**config.mk**
```make
export PLATFORM = sky130hd
export DESIGN_NAME = fan_speed_mode_controller_unit_flat
export DESIGN_NICKNAME = d
export VERILOG_FILES = /design/src/hdl/fsmc_pkg.sv /design/src/hdl/fsmc_ifs.sv /design/src/hdl/fsmc_regs.sv /design/src/hdl/fsmc_core.sv /design/src/hdl/fan_speed_mode_controller_unit.sv /design/src/flat_wrapper.sv
export SDC_FILE = /design/constraint.sdc
export NUM_CORES = 1
export LEC_CHECK = 0
export BUFFER_PORTS_ARGS = -buffer_cell sky130_fd_sc_hd__buf_4
export CORE_UTILIZATION = 58
export DETAILED_ROUTE_END_ITERATION = 8
export GPL_TIMING_DRIVEN = 0
export HOLD_SLACK_MARGIN = 0.15
export PLACE_DENSITY_LB_ADDON = 0.2
export SLEW_MARGIN = 10
export SYNTH_ARGS = -nofsm -noshare
export SYNTH_HDL_FRONTEND = slang
export SYNTH_HIERARCHICAL = 1
export SYNTH_SLANG_ARGS = --single-unit
```
**constraint.sdc**
```tcl
create_clock -name clk -period 5.3 [get_ports clk]
set_clock_uncertainty 0.15 [all_clocks]
set_input_delay 1.06 -clock clk [delete_from_list [all_inputs] [get_ports clk]]
set_output_delay 1.06 -clock clk [all_outputs]
set_load 0.05 [all_outputs]
```
**src/hdl/fsmc_pkg.sv**
```systemverilog
package fsmc_pkg;

  localparam int TEMP_W = 15;
  localparam int TIMEOUT_W = 16;
  localparam int APB_DATA_W = 32;
  localparam int APB_ADDR_W = 4;

  typedef enum logic [2:0] {
    ACT_NONE  = 3'd0,
    ACT_UP    = 3'd1,
    ACT_DOWN  = 3'd2,
    ACT_MODE  = 3'd3,
    ACT_POWER = 3'd4
  } action_t;

  typedef enum logic [1:0] {
    SER_NONE   = 2'd0,
    SER_AUTO   = 2'd1,
    SER_MANUAL = 2'd2
  } serial_cmd_t;

  typedef enum logic [1:0] {
    MODE_MANUAL = 2'd0,
    MODE_AUTO   = 2'd1,
    MODE_UNSET  = 2'd2
  } mode_t;

  typedef enum logic [1:0] {
    REG_HOT_TEMP  = 2'd0,
    REG_WARM_TEMP = 2'd1,
    REG_MILD_TEMP = 2'd2,
    REG_TIMEOUT   = 2'd3
  } reg_index_t;

  localparam logic signed [TEMP_W-1:0] HOT_TEMP_RESET  = 15'sd3000;
  localparam logic signed [TEMP_W-1:0] WARM_TEMP_RESET = 15'sd2500;
  localparam logic signed [TEMP_W-1:0] MILD_TEMP_RESET = 15'sd2000;
  localparam logic [TIMEOUT_W-1:0]     TIMEOUT_RESET   = 16'd10000;

  localparam logic [1:0] LEVEL_MAX = 2'd3;
  localparam logic [1:0] CHIRP_MAX = 2'd3;

  typedef struct packed {
    logic signed [TEMP_W-1:0] hot_temp;
    logic signed [TEMP_W-1:0] warm_temp;
    logic signed [TEMP_W-1:0] mild_temp;
    logic [TIMEOUT_W-1:0]     absence_timeout;
  } cfg_t;

  // Duty percent for each fan level.
  function automatic logic [6:0] level_duty(input logic [1:0] level);
    logic [6:0] duty;
    case (level)
      2'd0: duty = 7'd0;
      2'd1: duty = 7'd33;
      2'd2: duty = 7'd66;
      2'd3: duty = 7'd100;
      default: duty = 7'd0;
    endcase
    return duty;
  endfunction

endpackage

```
**src/hdl/fsmc_ifs.sv**
```systemverilog
interface fsmc_tick_if;
  logic              valid;
  logic              ready;
  logic [2:0]        action;
  logic              motion;
  logic signed [14:0] temperature;
  logic [1:0]        serial_mode_cmd;

  modport source(output valid, action, motion, temperature, serial_mode_cmd, input ready);
  modport sink(input valid, action, motion, temperature, serial_mode_cmd, output ready);
endinterface

interface fsmc_status_if;
  logic       valid;
  logic       ready;
  logic [6:0] fan_duty;
  logic [1:0] fan_level;
  logic       power_on;
  logic [1:0] mode_now;
  logic       occupied;
  logic [1:0] beeps;

  modport source(output valid, fan_duty, fan_level, power_on, mode_now, occupied, beeps,
                 input ready);
  modport sink(input valid, fan_duty, fan_level, power_on, mode_now, occupied, beeps,
               output ready);
endinterface

```
**src/hdl/fsmc_regs.sv**
```systemverilog
module fsmc_regs
  import fsmc_pkg::*;
(
  input  logic                  clk,
  input  logic                  rst,
  input  logic                  psel,
  input  logic                  penable,
  input  logic                  pwrite,
  input  logic [APB_ADDR_W-1:0] paddr,
  input  logic [APB_DATA_W-1:0] pwdata,
  output logic [APB_DATA_W-1:0] prdata,
  output logic                  pready,
  output cfg_t                  cfg
);

  cfg_t       regs;
  reg_index_t index;
  logic       wr_en;

  assign pready = 1'b1;
  assign index  = reg_index_t'(paddr[3:2]);
  assign wr_en  = psel && penable && pwrite;
  assign cfg    = regs;

  always_ff @(posedge clk) begin
    if (rst) begin
      regs.hot_temp        <= HOT_TEMP_RESET;
      regs.warm_temp       <= WARM_TEMP_RESET;
      regs.mild_temp       <= MILD_TEMP_RESET;
      regs.absence_timeout <= TIMEOUT_RESET;
    end else if (wr_en) begin
      case (index)
        REG_HOT_TEMP:  regs.hot_temp        <= pwdata[TEMP_W-1:0];
        REG_WARM_TEMP: regs.warm_temp       <= pwdata[TEMP_W-1:0];
        REG_MILD_TEMP: regs.mild_temp       <= pwdata[TEMP_W-1:0];
        REG_TIMEOUT:   regs.absence_timeout <= pwdata[TIMEOUT_W-1:0];
        default: ;
      endcase
    end
  end

  always_comb begin
    case (index)
      REG_HOT_TEMP:  prdata = APB_DATA_W'(regs.hot_temp);
      REG_WARM_TEMP: prdata = APB_DATA_W'(regs.warm_temp);
      REG_MILD_TEMP: prdata = APB_DATA_W'(regs.mild_temp);
      REG_TIMEOUT:   prdata = APB_DATA_W'(regs.absence_timeout);
      default:       prdata = '0;
    endcase
  end

endmodule

```
**src/hdl/fsmc_core.sv**
```systemverilog
module fsmc_core
  import fsmc_pkg::*;
(
  input  logic                     clk,
  input  logic                     rst,
  input  cfg_t                     cfg,
  input  logic                     accept,
  input  logic [2:0]               action,
  input  logic                     motion,
  input  logic signed [TEMP_W-1:0] temperature,
  input  logic [1:0]               serial_mode_cmd,
  output logic [6:0]               fan_duty,
  output logic [1:0]               fan_level,
  output logic                     power_on,
  output logic [1:0]               mode_now,
  output logic                     occupied,
  output logic [1:0]               beeps
);

  logic                 power;
  mode_t                mode;
  logic [1:0]           level;
  logic                 present;
  logic [TIMEOUT_W-1:0] idle;
  logic [1:0]           chirps;

  logic                 power_next;
  mode_t                mode_next;
  logic [1:0]           level_next;
  logic                 present_next;
  logic [TIMEOUT_W-1:0] idle_next;
  logic [1:0]           chirps_next;
  logic [1:0]           beeps_next;
  logic [1:0]           auto_level;
  logic                 chirp_check;

  always_comb begin
    if (temperature >= cfg.hot_temp) begin
      auto_level = 2'd3;
    end else if (temperature >= cfg.warm_temp) begin
      auto_level = 2'd2;
    end else if (temperature >= cfg.mild_temp) begin
      auto_level = 2'd1;
    end else begin
      auto_level = 2'd0;
    end
  end

  always_comb begin
    power_next   = power;
    mode_next    = mode;
    level_next   = level;
    present_next = present;
    idle_next    = idle;
    chirps_next  = chirps;
    beeps_next   = 2'd0;
    chirp_check  = 1'b0;

    if (action == ACT_POWER) begin
      power_next = ~power;
      beeps_next = 2'd1;
      if (power) begin
        level_next = 2'd0;
      end
    end else if (power) begin
      case (serial_mode_cmd)
        SER_AUTO:   mode_next = MODE_AUTO;
        SER_MANUAL: mode_next = MODE_MANUAL;
        default: ;
      endcase

      if (motion) begin
        idle_next    = '0;
        present_next = 1'b1;
      end else begin
        if (idle >= cfg.absence_timeout) begin
          idle_next = cfg.absence_timeout;
        end else begin
          idle_next = idle + 1'b1;
        end
        if (idle_next >= cfg.absence_timeout) begin
          present_next = 1'b0;
        end
      end

      if (present_next) begin
        case (action)
          ACT_MODE: begin
            mode_next  = (mode_next == MODE_AUTO) ? MODE_MANUAL : MODE_AUTO;
            beeps_next = 2'd1;
          end
          ACT_UP: begin
            if (mode_next == MODE_MANUAL) begin
              if (level != LEVEL_MAX) begin
                level_next = level + 1'b1;
              end
              beeps_next = 2'd1;
            end
          end
          ACT_DOWN: begin
            if (mode_next == MODE_MANUAL) begin
              if (level != 2'd0) begin
                level_next = level - 1'b1;
              end
              beeps_next = 2'd1;
            end
          end
          default: ;
        endcase
        if (mode_next == MODE_AUTO) begin
          level_next = auto_level;
        end
        chirp_check = 1'b1;
      end else if (mode_next == MODE_AUTO) begin
        level_next  = auto_level;
        chirp_check = 1'b1;
      end
    end

    // High level chirps on at most three ticks in a row.
    if (chirp_check) begin
      if (level_next == LEVEL_MAX) begin
        if (chirps != CHIRP_MAX) begin
          chirps_next = chirps + 1'b1;
          beeps_next  = beeps_next + 1'b1;
        end
      end else begin
        chirps_next = 2'd0;
      end
    end
  end

  always_ff @(posedge clk) begin
    if (rst) begin
      power   <= 1'b1;
      mode    <= MODE_UNSET;
      level   <= 2'd0;
      present <= 1'b1;
      idle    <= '0;
      chirps  <= 2'd0;
    end else if (accept) begin
      power   <= power_next;
      mode    <= mode_next;
      level   <= level_next;
      present <= present_next;
      idle    <= idle_next;
      chirps  <= chirps_next;
    end
  end

  always_ff @(posedge clk) begin
    if (accept) begin
      fan_duty  <= level_duty(level_next);
      fan_level <= level_next;
      power_on  <= power_next;
      mode_now  <= mode_next;
      occupied  <= present_next;
      beeps     <= beeps_next;
    end
  end

endmodule

```
**src/hdl/fan_speed_mode_controller_unit.sv**
```systemverilog
// Fan speed and mode controller. Each word on the tick channel is one control tick and yields
// exactly one status word: duty, level, power, mode, occupancy and the buzzer chirps for that
// tick. The whole update is combinational comparisons and small counters feeding a status
// register, so a tick is taken every cycle and its status word appears in the next cycle;
// the tick channel stalls only while a finished status word is held back by the consumer.
// Thresholds and the absence timeout are APB registers at 0x0, 0x4, 0x8 and 0xC and should be
// written only while no tick is in flight.
module fan_speed_mode_controller_unit
  import fsmc_pkg::*;
(
  input  logic                  clk,
  input  logic                  rst,
  input  logic                  psel,
  input  logic                  penable,
  input  logic                  pwrite,
  input  logic [APB_ADDR_W-1:0] paddr,
  input  logic [APB_DATA_W-1:0] pwdata,
  output logic [APB_DATA_W-1:0] prdata,
  output logic                  pready,
  fsmc_tick_if.sink             tick,
  fsmc_status_if.source         status
);

  cfg_t cfg;
  logic accept;
  logic status_valid;

  fsmc_regs u_regs (
    .clk     (clk),
    .rst     (rst),
    .psel    (psel),
    .penable (penable),
    .pwrite  (pwrite),
    .paddr   (paddr),
    .pwdata  (pwdata),
    .prdata  (prdata),
    .pready  (pready),
    .cfg     (cfg)
  );

  assign tick.ready   = !status_valid || status.ready;
  assign accept       = tick.valid && tick.ready;
  assign status.valid = status_valid;

  always_ff @(posedge clk) begin
    if (rst) begin
      status_valid <= 1'b0;
    end else if (tick.ready) begin
      status_valid <= tick.valid;
    end
  end

  fsmc_core u_core (
    .clk             (clk),
    .rst             (rst),
    .cfg             (cfg),
    .accept          (accept),
    .action          (tick.action),
    .motion          (tick.motion),
    .temperature     (tick.temperature),
    .serial_mode_cmd (tick.serial_mode_cmd),
    .fan_duty        (status.fan_duty),
    .fan_level       (status.fan_level),
    .power_on        (status.power_on),
    .mode_now        (status.mode_now),
    .occupied        (status.occupied),
    .beeps           (status.beeps)
  );

endmodule
```
**src/flat_wrapper.sv**
```systemverilog
// flat-port wrapper written by rule: the top's interface ports become plain ports
module fan_speed_mode_controller_unit_flat import fsmc_pkg::*;
  (clk, rst, psel, penable, pwrite, paddr, pwdata, prdata, pready, tick_valid, tick_action, tick_motion, tick_temperature, tick_serial_mode_cmd, tick_ready, status_valid, status_fan_duty, status_fan_level, status_power_on, status_mode_now, status_occupied, status_beeps, status_ready);
  fsmc_tick_if tick_i ();
  fsmc_status_if status_i ();
  input  logic clk;
  input  logic rst;
  input  logic psel;
  input  logic penable;
  input  logic pwrite;
  input  logic [APB_ADDR_W-1:0] paddr;
  input  logic [APB_DATA_W-1:0] pwdata;
  output logic [APB_DATA_W-1:0] prdata;
  output logic pready;
  input wire logic [$bits(tick_i.valid)-1:0] tick_valid;
  input wire logic [$bits(tick_i.action)-1:0] tick_action;
  input wire logic [$bits(tick_i.motion)-1:0] tick_motion;
  input wire logic [$bits(tick_i.temperature)-1:0] tick_temperature;
  input wire logic [$bits(tick_i.serial_mode_cmd)-1:0] tick_serial_mode_cmd;
  output wire logic [$bits(tick_i.ready)-1:0] tick_ready;
  output wire logic [$bits(status_i.valid)-1:0] status_valid;
  output wire logic [$bits(status_i.fan_duty)-1:0] status_fan_duty;
  output wire logic [$bits(status_i.fan_level)-1:0] status_fan_level;
  output wire logic [$bits(status_i.power_on)-1:0] status_power_on;
  output wire logic [$bits(status_i.mode_now)-1:0] status_mode_now;
  output wire logic [$bits(status_i.occupied)-1:0] status_occupied;
  output wire logic [$bits(status_i.beeps)-1:0] status_beeps;
  input wire logic [$bits(status_i.ready)-1:0] status_ready;
  assign tick_i.valid = tick_valid;
  assign tick_i.action = tick_action;
  assign tick_i.motion = tick_motion;
  assign tick_i.temperature = tick_temperature;
  assign tick_i.serial_mode_cmd = tick_serial_mode_cmd;
  assign tick_ready = tick_i.ready;
  assign status_valid = status_i.valid;
  assign status_fan_duty = status_i.fan_duty;
  assign status_fan_level = status_i.fan_level;
  assign status_power_on = status_i.power_on;
  assign status_mode_now = status_i.mode_now;
  assign status_occupied = status_i.occupied;
  assign status_beeps = status_i.beeps;
  assign status_i.ready = status_ready;
  fan_speed_mode_controller_unit u_core (.clk(clk), .rst(rst), .psel(psel), .penable(penable), .pwrite(pwrite), .paddr(paddr), .pwdata(pwdata), .prdata(prdata), .pready(pready), .tick(tick_i), .status(status_i));
endmodule
```
==> qor.txt, run 1 <==
Cts bufs inserted - 9
Pin count of the biggest net entering global routing - 19
FF-to-FF End - u_core/u_core/beeps[0]$_DFFE_PP_
Ys async rst share - 0%
Final Max Tran Viols - 0
Initial Util - 59.95%
RR Startpoint - u_core/u_regs/cfg[9]$_SDFFE_PP1P_
Vias/cell - 5.973
Setup violations, final - 0
Remaining DRCs - 0
Final min period - 5109 ps
Seq/Total Area, Yosys - 28.79%
Top Ports - 114
Row cnt - 40
Clk sinks - 98
Placed Area - 8113 sq um
Largest cells by area after synthesis - dfxtp_1, ha_1, mux2i_1, edfxtp_1, mux4_2
Antenna cell count - 0
Pleak - 4.015 nW
Status - completed
Hold Path End - u_core/u_regs/cfg[36]$_SDFFE_PP0P_
Die W - 113.7 microns
Worst R2R Path Depth - 21
Worst hold-check path type - reg2reg
Layout filler cell count - 940
Worst IR Drop VDD - 0.0002073 V
Final ANT Viol Nets - 0
Critical path required time - 5250 ps
Wire per inst - 18.53 microns
Commonest cells after routing, fill and taps aside - buf_4, dfxtp_1, ha_1
Drt pass-1 iters - 5
R2R Setup Slk - 190 ps
Gpl congestion - 0.9236
Post-synth top area share - 23.81%
Yosys warnings - 6
Die Ht - 113.7 microns
Syn Std Cell Area - 7231 sq um
Overflow after GRT - 0
Largest area contributor in the netlist - dfxtp_1
CP startpoint kind - flop
CP Launch Point - u_core/u_regs/cfg[9]$_SDFFE_PP1P_
Vias in the first global route - 6281
Crit path max fanout - 10
Skew-Pair Late Insertion Delay - 350 ps
Fin crit share - 96.40%
Commonest non-fill, non-tap cell in the layout - buf_4
Slew @ Worst Pin - 899.1 ps
Crit Path Class - reg2reg
Max-cap viol count - 0
Setup crit end kind - flop
First-pass GRT wire length - 32070 microns
Power Density - 223.0 nW/um^2
Number of synthesized flops with an enable pin - 12
Cells after DPL - 1071
Share of cells above drive strength 1 - 21.89%
Hold-critical path depth - 2
Endpoints failing hold - 0
Antenna violations before repair - 0
H-tree depth reported by CTS - 3
Longest Clk Path Bufs - 2
WL final - 20220 microns
Root buf cell - clkbuf_16
Hold Buf Count CTS - 0
DP HPWL - 15200 microns
Synth-to-layout area growth - 18.22%
Worst hold start - u_core/u_regs/cfg[36]$_SDFFE_PP0P_
Rel. slew slack - 39.93%
Yosys cell types - 70
Count of buffers from port buffering - 89
WP data arrival - 5060 ps
CTS tree - done
Die area - 12920 sq um
Nets - 1062
Syn_area_per_cell - 8.894 sq um
Drt initial violations - 480
FMAX - 0.1957 GHz
Total number of vias - 6516
GRT Overall Usage - 32.30%
Synth Flop Type - dfxtp_1
Core area - 12060 sq um
Cells after synthesis - 813
Post-route design area - 8548 sq um
Clk slew on worst S/H paths - 60 ps
Total power draw - 1.907 mW
Register bit total from synthesis - 98
Post-route insts no fill - 1091
[cells by family (layout without fill, tap and decap cells)]
group                      after synthesis  in the layout  share of synthesized area (%)
AOI/OAI and AO/OA                      171            171                          15.28
xor gates and xnor gates                 5              5                         0.6056
adders and majority gates               80             80                          13.84
buffers and inverters                  136            244                          8.929
DFF                                     98             98                          28.79
muxes                                   85             85                          14.21
other                                    2              3                         0.1039
and+or+nand+nor                        236            237                          18.24
[worst max-delay path, cell delays in order (launching register included)]
cell	delay [ps]
dfxtp_2	360
inv_1	80
ha_1	320
a21o_1	190
a21o_1	180
a21oi_1	230
nand2_1	90
o21ai_1	180
o21a_1	240
buf_6	200
mux2i_2	240
ha_1	260
nand2b_4	150
a2111oi_4	350
a2111oi_2	110
o41a_1	470
buf_6	170
mux2i_1	150
nand4_1	260
nand3_4	240
and3b_1	180
o21ai_1	70
[state kept, by name, indices dropped and copies added (netlist names)]
signal / flops
u_core/u_regs/cfg: 61
u_core/u_core/idle: 16
u_core/u_core/fan_duty: 4
u_core/u_core/beeps: 2
u_core/u_core/chirps: 2
u_core/u_core/fan_level: 2
u_core/u_core/level: 2
u_core/u_core/mode: 2
u_core/u_core/mode_now: 2
u_core/status.valid: 1
u_core/u_core/occupied: 1
u_core/u_core/power: 1
u_core/u_core/power_on: 1
u_core/u_core/present: 1
[synthesized netlist by cell type (5+ instances only)]
cell	number
inv_1	79
nor3_1	5
a31oi_1	16
a21o_1	12
nor2b_1	15
nor2_1	68
o21ai_1	8
nand2_1	24
nand4_1	19
edfxtp_1	12
dfxtp_1	86
o22ai_1	12
o21ai_0	47
nand3_1	19
a21oi_1	33
ha_1	80
xnor2_1	5
nand2b_1	46
mux2i_1	70
mux4_2	14
clkbuf_1	15
buf_2	12
a211oi_1	7
buf_4	26
[stage by stage]
stage,setup WS (ps),TNS [ps],hold WS [ps],utilization (%)
final,190.7,0,340.9,70.87
after global routing,-66.90,-77.82,360.4,70.87
after CTS,37.71,0,343.8,70.11
after detailed placement,-233.2,-841.5,329.7,67.26
after global placement,-129.1,-192.2,319.7,67.26
after floorplan,766.8,0,308.4,-
[timing repair]
item,CTS,global route
resized for setup,3,15
endpoints found under the setup margin,7,11
endpoints found under the hold margin,0,0
setup buffers,0,3
pin swaps,0,2
gates cloned,0,1
[how the worst max path moves through the flow]
stage	to	depth (start not counted)
after global routing	u_core/u_core/beeps[0]$_DFFE_PP_	23
after global placement	u_core/u_core/beeps[1]$_SDFFCE_PN0P_	22
after detailed placement	u_core/u_core/beeps[1]$_SDFFCE_PN0P_	22
after CTS	u_core/u_core/beeps[1]$_SDFFCE_PN0P_	21
final	u_core/u_core/beeps[0]$_DFFE_PP_	21
after floorplan	u_core/u_core/beeps[1]$_SDFFCE_PN0P_	20
[final cells by class]
class | instances | area (sq um) | area share (%)
plain buffers | 57 | 359.1 | 4.201
inverters | 79 | 296.5 | 3.469
clock buffers | 12 | 266.5 | 3.118
multi-input cells | 581 | 4567 | 53.43
well taps | 168 | 210.2 | 2.459
clock inverters | 4 | 72.57 | 0.8489
flip-flops and latches | 98 | 2086 | 24.40
repair buffers | 92 | 690.7 | 8.080
[layer usage]
metal | wire, microns | vias up | GRT usage, % | share of wire [%]
li1 | - | 3095 | - | -
met1 | 8238 | 3101 | 40.12 | 41
met2 | 9851 | 266 | 55.77 | 49
met3 | 1309 | 54 | 4.145 | 6.5
met4 | 818 | 0 | 14.91 | 4.0
met5 | 0 | - | 0 | 0
[power breakdown]
part           switching, mW  internal, mW
clock network          0.289         0.452
registers             0.0131         0.774
logic                  0.235         0.144
(Power assumes the default switching activity.)
==> run 2: changes to the inputs <==
--- a/config.mk
+++ b/config.mk
@@ -11,6 +11,7 @@
 export GPL_TIMING_DRIVEN = 0
 export HOLD_SLACK_MARGIN = 0.15
 export PLACE_DENSITY_LB_ADDON = 0.2
+export RECOVER_POWER = 25
 export SLEW_MARGIN = 10
 export SYNTH_ARGS = -nofsm -noshare
 export SYNTH_HDL_FRONTEND = slang
==> run 2 against run 1 <==
Design area fell by 0.34%. Utilization shrank 0.24 points. Total power down 0.39%. Combinational power about the same. First-iteration DRC count rose by 1.5%. Critical path depth unchanged. Sequential power barely moved. Non-clock buffer count is the same. Critical path type unchanged.
==> qor.txt, run 2 (same netlist as run 1, synthesis figures left out) <==
Crit Path Class - reg2reg
Critical path cell sequence - inv_1 -> ha_1 -> a21o_1 -> a21o_1 -> a21oi_1 -> nand2_1 -> o21ai_1 -> o21a_1 -> buf_6 -> mux2i_2 -> ha_1 -> nand2b_4 -> a2111oi_4 -> a2111oi_2 -> o41a_1 -> buf_6 -> mux2i_1 -> nand4_1 -> nand3_4 -> and3b_1 -> o21ai_1
Post-route design area - 8519 sq um
Hold Path End - u_core/u_regs/cfg[36]$_SDFFE_PP0P_
Switching Share - 27.96%
Clock power frac - 38.7%
Drt initial violations - 487
Crit path max fanout - 10
Synth-to-layout area growth - 17.82%
Drt pass-1 iters - 6
Count of buffers from port buffering - 89
CTS tree - done
Die Ht - 113.7 microns
Vias/cell - 5.964
Share of cells above drive strength 1 - 21.02%
Total number of vias - 6507
Worst hold-check path type - reg2reg
Gpl congestion - 0.9236
Overflow after GRT - 0
WP data arrival - 5060 ps
CP peak stage delay - 470 ps
Core area - 12060 sq um
Antenna cell count - 0
Worst IR Drop VDD - 0.0002055 V
Worst R2R Path Depth - 21
Top Ports - 114
Longest Clk Path Bufs - 2
Sw power - 0.5310 mW
Setup violations, final - 0
Commonest non-fill, non-tap cell in the layout - buf_4
DP HPWL - 15200 microns
Skew-Pair Late Insertion Delay - 350 ps
Pint - 1.368 mW
Power Density - 222.9 nW/um^2
Die area - 12920 sq um
Rel. slew slack - 37.53%
Post-route insts no fill - 1091
R2R Setup Slk - 180 ps
Pin count of the biggest net entering global routing - 19
Crit path max-delay cell type - o41a_1
Final min period - 5120 ps
Final Max Tran Viols - 0
Worst hold start - u_core/u_regs/cfg[36]$_SDFFE_PP0P_
Clk sinks - 98
Remaining DRCs - 0
Wire per inst - 18.53 microns
Layout filler cell count - 951
Largest register FFs - 61
Die W - 113.7 microns
Initial Util - 59.95%
Setup crit end kind - flop
Max-cap viol count - 0
Root buf cell - clkbuf_16
FMAX - 0.1953 GHz
H-tree depth reported by CTS - 3
Endpoints failing hold - 0
Cts bufs inserted - 9
Row cnt - 40
Status - completed
WL final - 20220 microns
Critical path required time - 5240 ps
Fin crit share - 96.60%
Area occupied by multi-input gates - 4553 sq um
Nets - 1062
GRT Overall Usage - 32.30%
Final ANT Viol Nets - 0
Share of power burned in registers - 41.5%
Hold-critical path depth - 2
FF-to-FF End - u_core/u_core/beeps[0]$_DFFE_PP_
Combinational share of power - 19.8%
Cells after DPL - 1071
Commonest cells after routing, fill and taps aside - buf_4, dfxtp_1, ha_1
First-pass GRT wire length - 32070 microns
RR Startpoint - u_core/u_regs/cfg[9]$_SDFFE_PP1P_
Final Core Density - 70.63%
Sequential cell area - 2086 sq um
Hold slack - 340.6 ps
Antenna violations before repair - 0
Clk slew on worst S/H paths - 60 ps
Pleak - 3.991 nW
Slew @ Worst Pin - 937.1 ps
Placed Area - 8113 sq um
Vias in the first global route - 6281
CP startpoint kind - flop
-- run 2: cell types whose count changed in the layout (fill, tap and decap cells not counted), moves of 2 or more --
cell	before	now
buf_2	11	8
buf_4	118	116
clkbuf_1	12	17
o21ai_0	46	50
o21ai_1	9	5
-- run 2: per-stage QoR --
stage	setup slack (ps)	power, mW	TNS, ps
after floorplan	766.8	1.048	0
after global placement	-129.1	1.153	-192.2
after detailed placement	-233.2	1.167	-841.5
after CTS	37.71	1.898	0
after global routing	-66.90	1.967	-77.82
final	180.0	1.899	0
-- run 2: worst max-delay path: cells and delay by family (launching register included) --
| family | cells | cell delay [ps] |
|---|---|---|
| fa+ha+maj | 2 | 580 |
| compound gates | 9 | 2010 |
| flops | 1 | 360 |
| simple gates | 5 | 920 |
| buf+inv | 3 | 450 |
| mux | 2 | 390 |
-- run 2: power by group through the flow --
stage / Clock [mW] / Combinational [mW] / Sequential (mW)
finish: 0.735 / 0.377 / 0.787
global route: 0.776 / 0.401 / 0.789
CTS: 0.745 / 0.365 / 0.787
detailed placement: 0 / 0.363 / 0.804
global placement: 0 / 0.351 / 0.803
floorplan: 0 / 0.214 / 0.834
-- run 2: layout make-up --
type / count / area share [%]
Clock inverter: 4 / 0.8518
Tap cell: 168 / 2.467
Sequential cell: 98 / 24.48
Multi-Input combinational cell: 581 / 53.44
Inverter: 79 / 3.481
Buffer: 57 / 4.083
Clock buffer: 12 / 3.128
Timing Repair Buffer: 92 / 8.063
-- run 2: repair_timing --
action	4_1_cts	5_1_grt
pin swaps	0	2
buffers inserted	0	3
resized for setup	3	15
endpoints found under the setup margin	7	11
cloned	0	1
hold buffers	0	0
-- run 2: how the worst max path moves through the flow --
stage                                            from                                    to  cells past startpoint
floorplan           u_core/u_regs/cfg[9]$_SDFFE_PP1P_  u_core/u_core/beeps[1]$_SDFFCE_PN0P_                     20
global placement    u_core/u_regs/cfg[9]$_SDFFE_PP1P_  u_core/u_core/beeps[1]$_SDFFCE_PN0P_                     22
detailed placement  u_core/u_regs/cfg[9]$_SDFFE_PP1P_  u_core/u_core/beeps[1]$_SDFFCE_PN0P_                     22
CTS                 u_core/u_regs/cfg[9]$_SDFFE_PP1P_  u_core/u_core/beeps[1]$_SDFFCE_PN0P_                     21
global route        u_core/u_regs/cfg[9]$_SDFFE_PP1P_      u_core/u_core/beeps[0]$_DFFE_PP_                     23
finish              u_core/u_regs/cfg[9]$_SDFFE_PP1P_      u_core/u_core/beeps[0]$_DFFE_PP_                     21
-- run 2: metal layers --
metal	GRT usage, %	vias up	wire length (microns)
met5	0	-	0
met4	14.91	0	787
met3	4.145	49	1256
met2	55.77	273	9864
met1	40.12	3087	8312
li1	-	3098	-
==> run 3: changes to the inputs <==
--- a/config.mk
+++ b/config.mk
@@ -10,7 +10,7 @@
 export DETAILED_ROUTE_END_ITERATION = 8
 export GPL_TIMING_DRIVEN = 0
 export HOLD_SLACK_MARGIN = 0.15
-export PLACE_DENSITY_LB_ADDON = 0.2
+export PLACE_DENSITY = 0.79
 export RECOVER_POWER = 25
 export SLEW_MARGIN = 10
 export SYNTH_ARGS = -nofsm -noshare
==> run 3 against run 2 <==
First-iteration DRC count rose by 37%. Register-to-register slack improved by 20 ps. Cell count barely moved. Utilization fell by 0.91 points. Critical path depth fell by 1. Setup slack improved by 21 ps. Global-route usage fell by 0.19 points. Largest cell class unchanged. Highest routed layer unchanged.
==> qor.txt, run 3 (same netlist as run 1, synthesis figures left out) <==
WP data arrival - 5050 ps
Largest register FFs - 61
Nets - 1061
FMAX - 0.1961 GHz
Critical path cell sequence - inv_1 -> ha_1 -> a21o_1 -> a21o_1 -> a21oi_1 -> nand2_1 -> o21ai_0 -> o21a_1 -> buf_6 -> mux2i_2 -> ha_1 -> nand2b_4 -> a2111oi_2 -> a2111oi_1 -> o41a_1 -> buf_6 -> a32oi_1 -> nand3_2 -> and2_4 -> nor3b_2
Final min period - 5099 ps
Row cnt - 40
Final ANT Viol Nets - 0
Switching Share - 30.21%
Status - completed
Hold Buf Count CTS - 0
Worst hold-check path type - reg2reg
Total number of vias - 6524
Slew @ Worst Pin - 909.3 ps
Crit Path Class - reg2reg
Setup crit end kind - flop
Endpoints failing hold - 0
Vias/cell - 5.985
Antenna cell count - 0
Area occupied by multi-input gates - 4504 sq um
CP startpoint kind - flop
Initial Util - 59.95%
First-pass GRT wire length - 32080 microns
Largest delay share family, worst path - compound AO/OA/AOI/OAI gates
Post-route insts no fill - 1090
Sequential cell area - 2082 sq um
Die area - 12920 sq um
Final Max Tran Viols - 0
Layout filler cell count - 939
Top Ports - 114
Worst IR Drop VDD - 0.0002638 V
Antenna violations before repair - 0
Drt pass-1 iters - 5
Remaining DRCs - 0
Power Density - 210.7 nW/um^2
Critical path required time - 5250 ps
Pin count of the biggest net entering global routing - 19
H-tree depth reported by CTS - 3
Final Core Density - 69.72%
Clock power frac - 34.6%
Crit. path cell count - 20
Setup violations, final - 0
Crit path max-delay cell type - o41a_1
Longest Clk Path Bufs - 2
Die W - 113.7 microns
Die Ht - 113.7 microns
Root buf cell - clkbuf_16
Hold-critical path depth - 2
Core area - 12060 sq um
Worst R2R Path Depth - 20
Drt initial violations - 667
WL final - 19890 microns
Skew-Pair Late Insertion Delay - 360 ps
Buffers & Inverters on Critical Path - 3
Pleak - 3.947 nW
Sw power - 0.5354 mW
Fin crit share - 96.21%
Pint - 1.237 mW
DP HPWL - 14970 microns
Vias in the first global route - 6545
Total power draw - 1.772 mW
Overflow after GRT - 0
GRT Overall Usage - 32.11%
Gpl congestion - 0.9161
Synth-to-layout area growth - 16.30%
Cells after DPL - 1071
Wire per inst - 18.24 microns
CP peak stage delay - 480 ps
Share of power burned in registers - 44.4%
Clk slew on worst S/H paths - 70 ps
Commonest non-fill, non-tap cell in the layout - buf_4
Clk sinks - 98
Rel. slew slack - 39.25%
Commonest cells after routing, fill and taps aside - buf_4, dfxtp_1, ha_1
Count of buffers from port buffering - 89
Share of cells above drive strength 1 - 20.17%
Crit path max fanout - 10
Cts bufs inserted - 9
Combinational share of power - 21.0%
Max-cap viol count - 0
CTS tree - done
Setup tns final - 0 ps
Hold slack - 347.9 ps
-- run 3: changes by cell type in the layout (fill, tap and decap cells not counted), moves of 2 or more --
cell | before | now
bufinv_16 | 2 | 0
clkbuf_8 | 3 | 0
clkinv_4 | 0 | 2
dfxtp_1 | 83 | 86
dfxtp_2 | 3 | 0
-- run 3: final timing paths --
kind                                           to  slack [ps]                               start
max          u_core/u_core/beeps[1]$_SDFFCE_PN0P_         200   u_core/u_regs/cfg[9]$_SDFFE_PP1P_
min            u_core/u_core/mode[0]$_SDFFE_PP0P_         350  u_core/u_core/mode[0]$_SDFFE_PP0P_
max reg2reg  u_core/u_core/beeps[1]$_SDFFCE_PN0P_         200   u_core/u_regs/cfg[9]$_SDFFE_PP1P_
min reg2reg    u_core/u_core/mode[0]$_SDFFE_PP0P_         350  u_core/u_core/mode[0]$_SDFFE_PP0P_
-- run 3: worst min-delay path: cells and delay by family (launching register included) --
family / cells / cell delay (ps)
flip-flops: 1 / 330
AND/OR/NAND/NOR: 1 / 60
AO/OA/AOI/OAI: 1 / 60
-- run 3: what timing repair did --
| item | in CTS | in global routing |
|---|---|---|
| setup buffers | 0 | 3 |
| setup endpoints to repair | 2 | 10 |
| pin swaps | 0 | 1 |
| gates resized for setup | 1 | 11 |
-- run 3: power groups by stage --
| stage | Sequential [mW] | Clock, mW | Combinational (mW) |
|---|---|---|---|
| 2_1_floorplan | 0.834 | 0 | 0.214 |
| 3_3_place_gp | 0.803 | 0 | 0.350 |
| 3_5_place_dp | 0.804 | 0 | 0.360 |
| 4_1_cts | 0.787 | 0.625 | 0.362 |
| 5_1_grt | 0.788 | 0.658 | 0.400 |
| 6_report | 0.787 | 0.613 | 0.372 |
-- run 3: final cells by class --
class                           count  share of cell area [%]
Multi-Input combinational cell    580                   53.56
Tap cell                          168                   2.500
Clock inverter                      6                  0.5059
Sequential cell                    98                   24.76
Buffer                             57                   4.255
Timing Repair Buffer               92                   8.168
Clock buffer                       10                   2.723
Inverter                           79                   3.526
-- run 3: per-stage QoR --
| step | setup WS (ps) | instance area [sq um] |
|---|---|---|
| CTS | 22.73 | 8386 |
| global route | -7.476 | 8409 |
| floorplan | 766.8 | 7234 |
| global placement | 5.448 | 8113 |
| detailed placement | -113.7 | 8113 |
| finish | 200.6 | 8409 |
-- run 3: metal layers --
layer  global-route usage, %  wire (microns)
met1                   37.52            7678
met4                   18.07             898
met3                   6.217            1594
met2                   55.20            9714
met5                       0               0
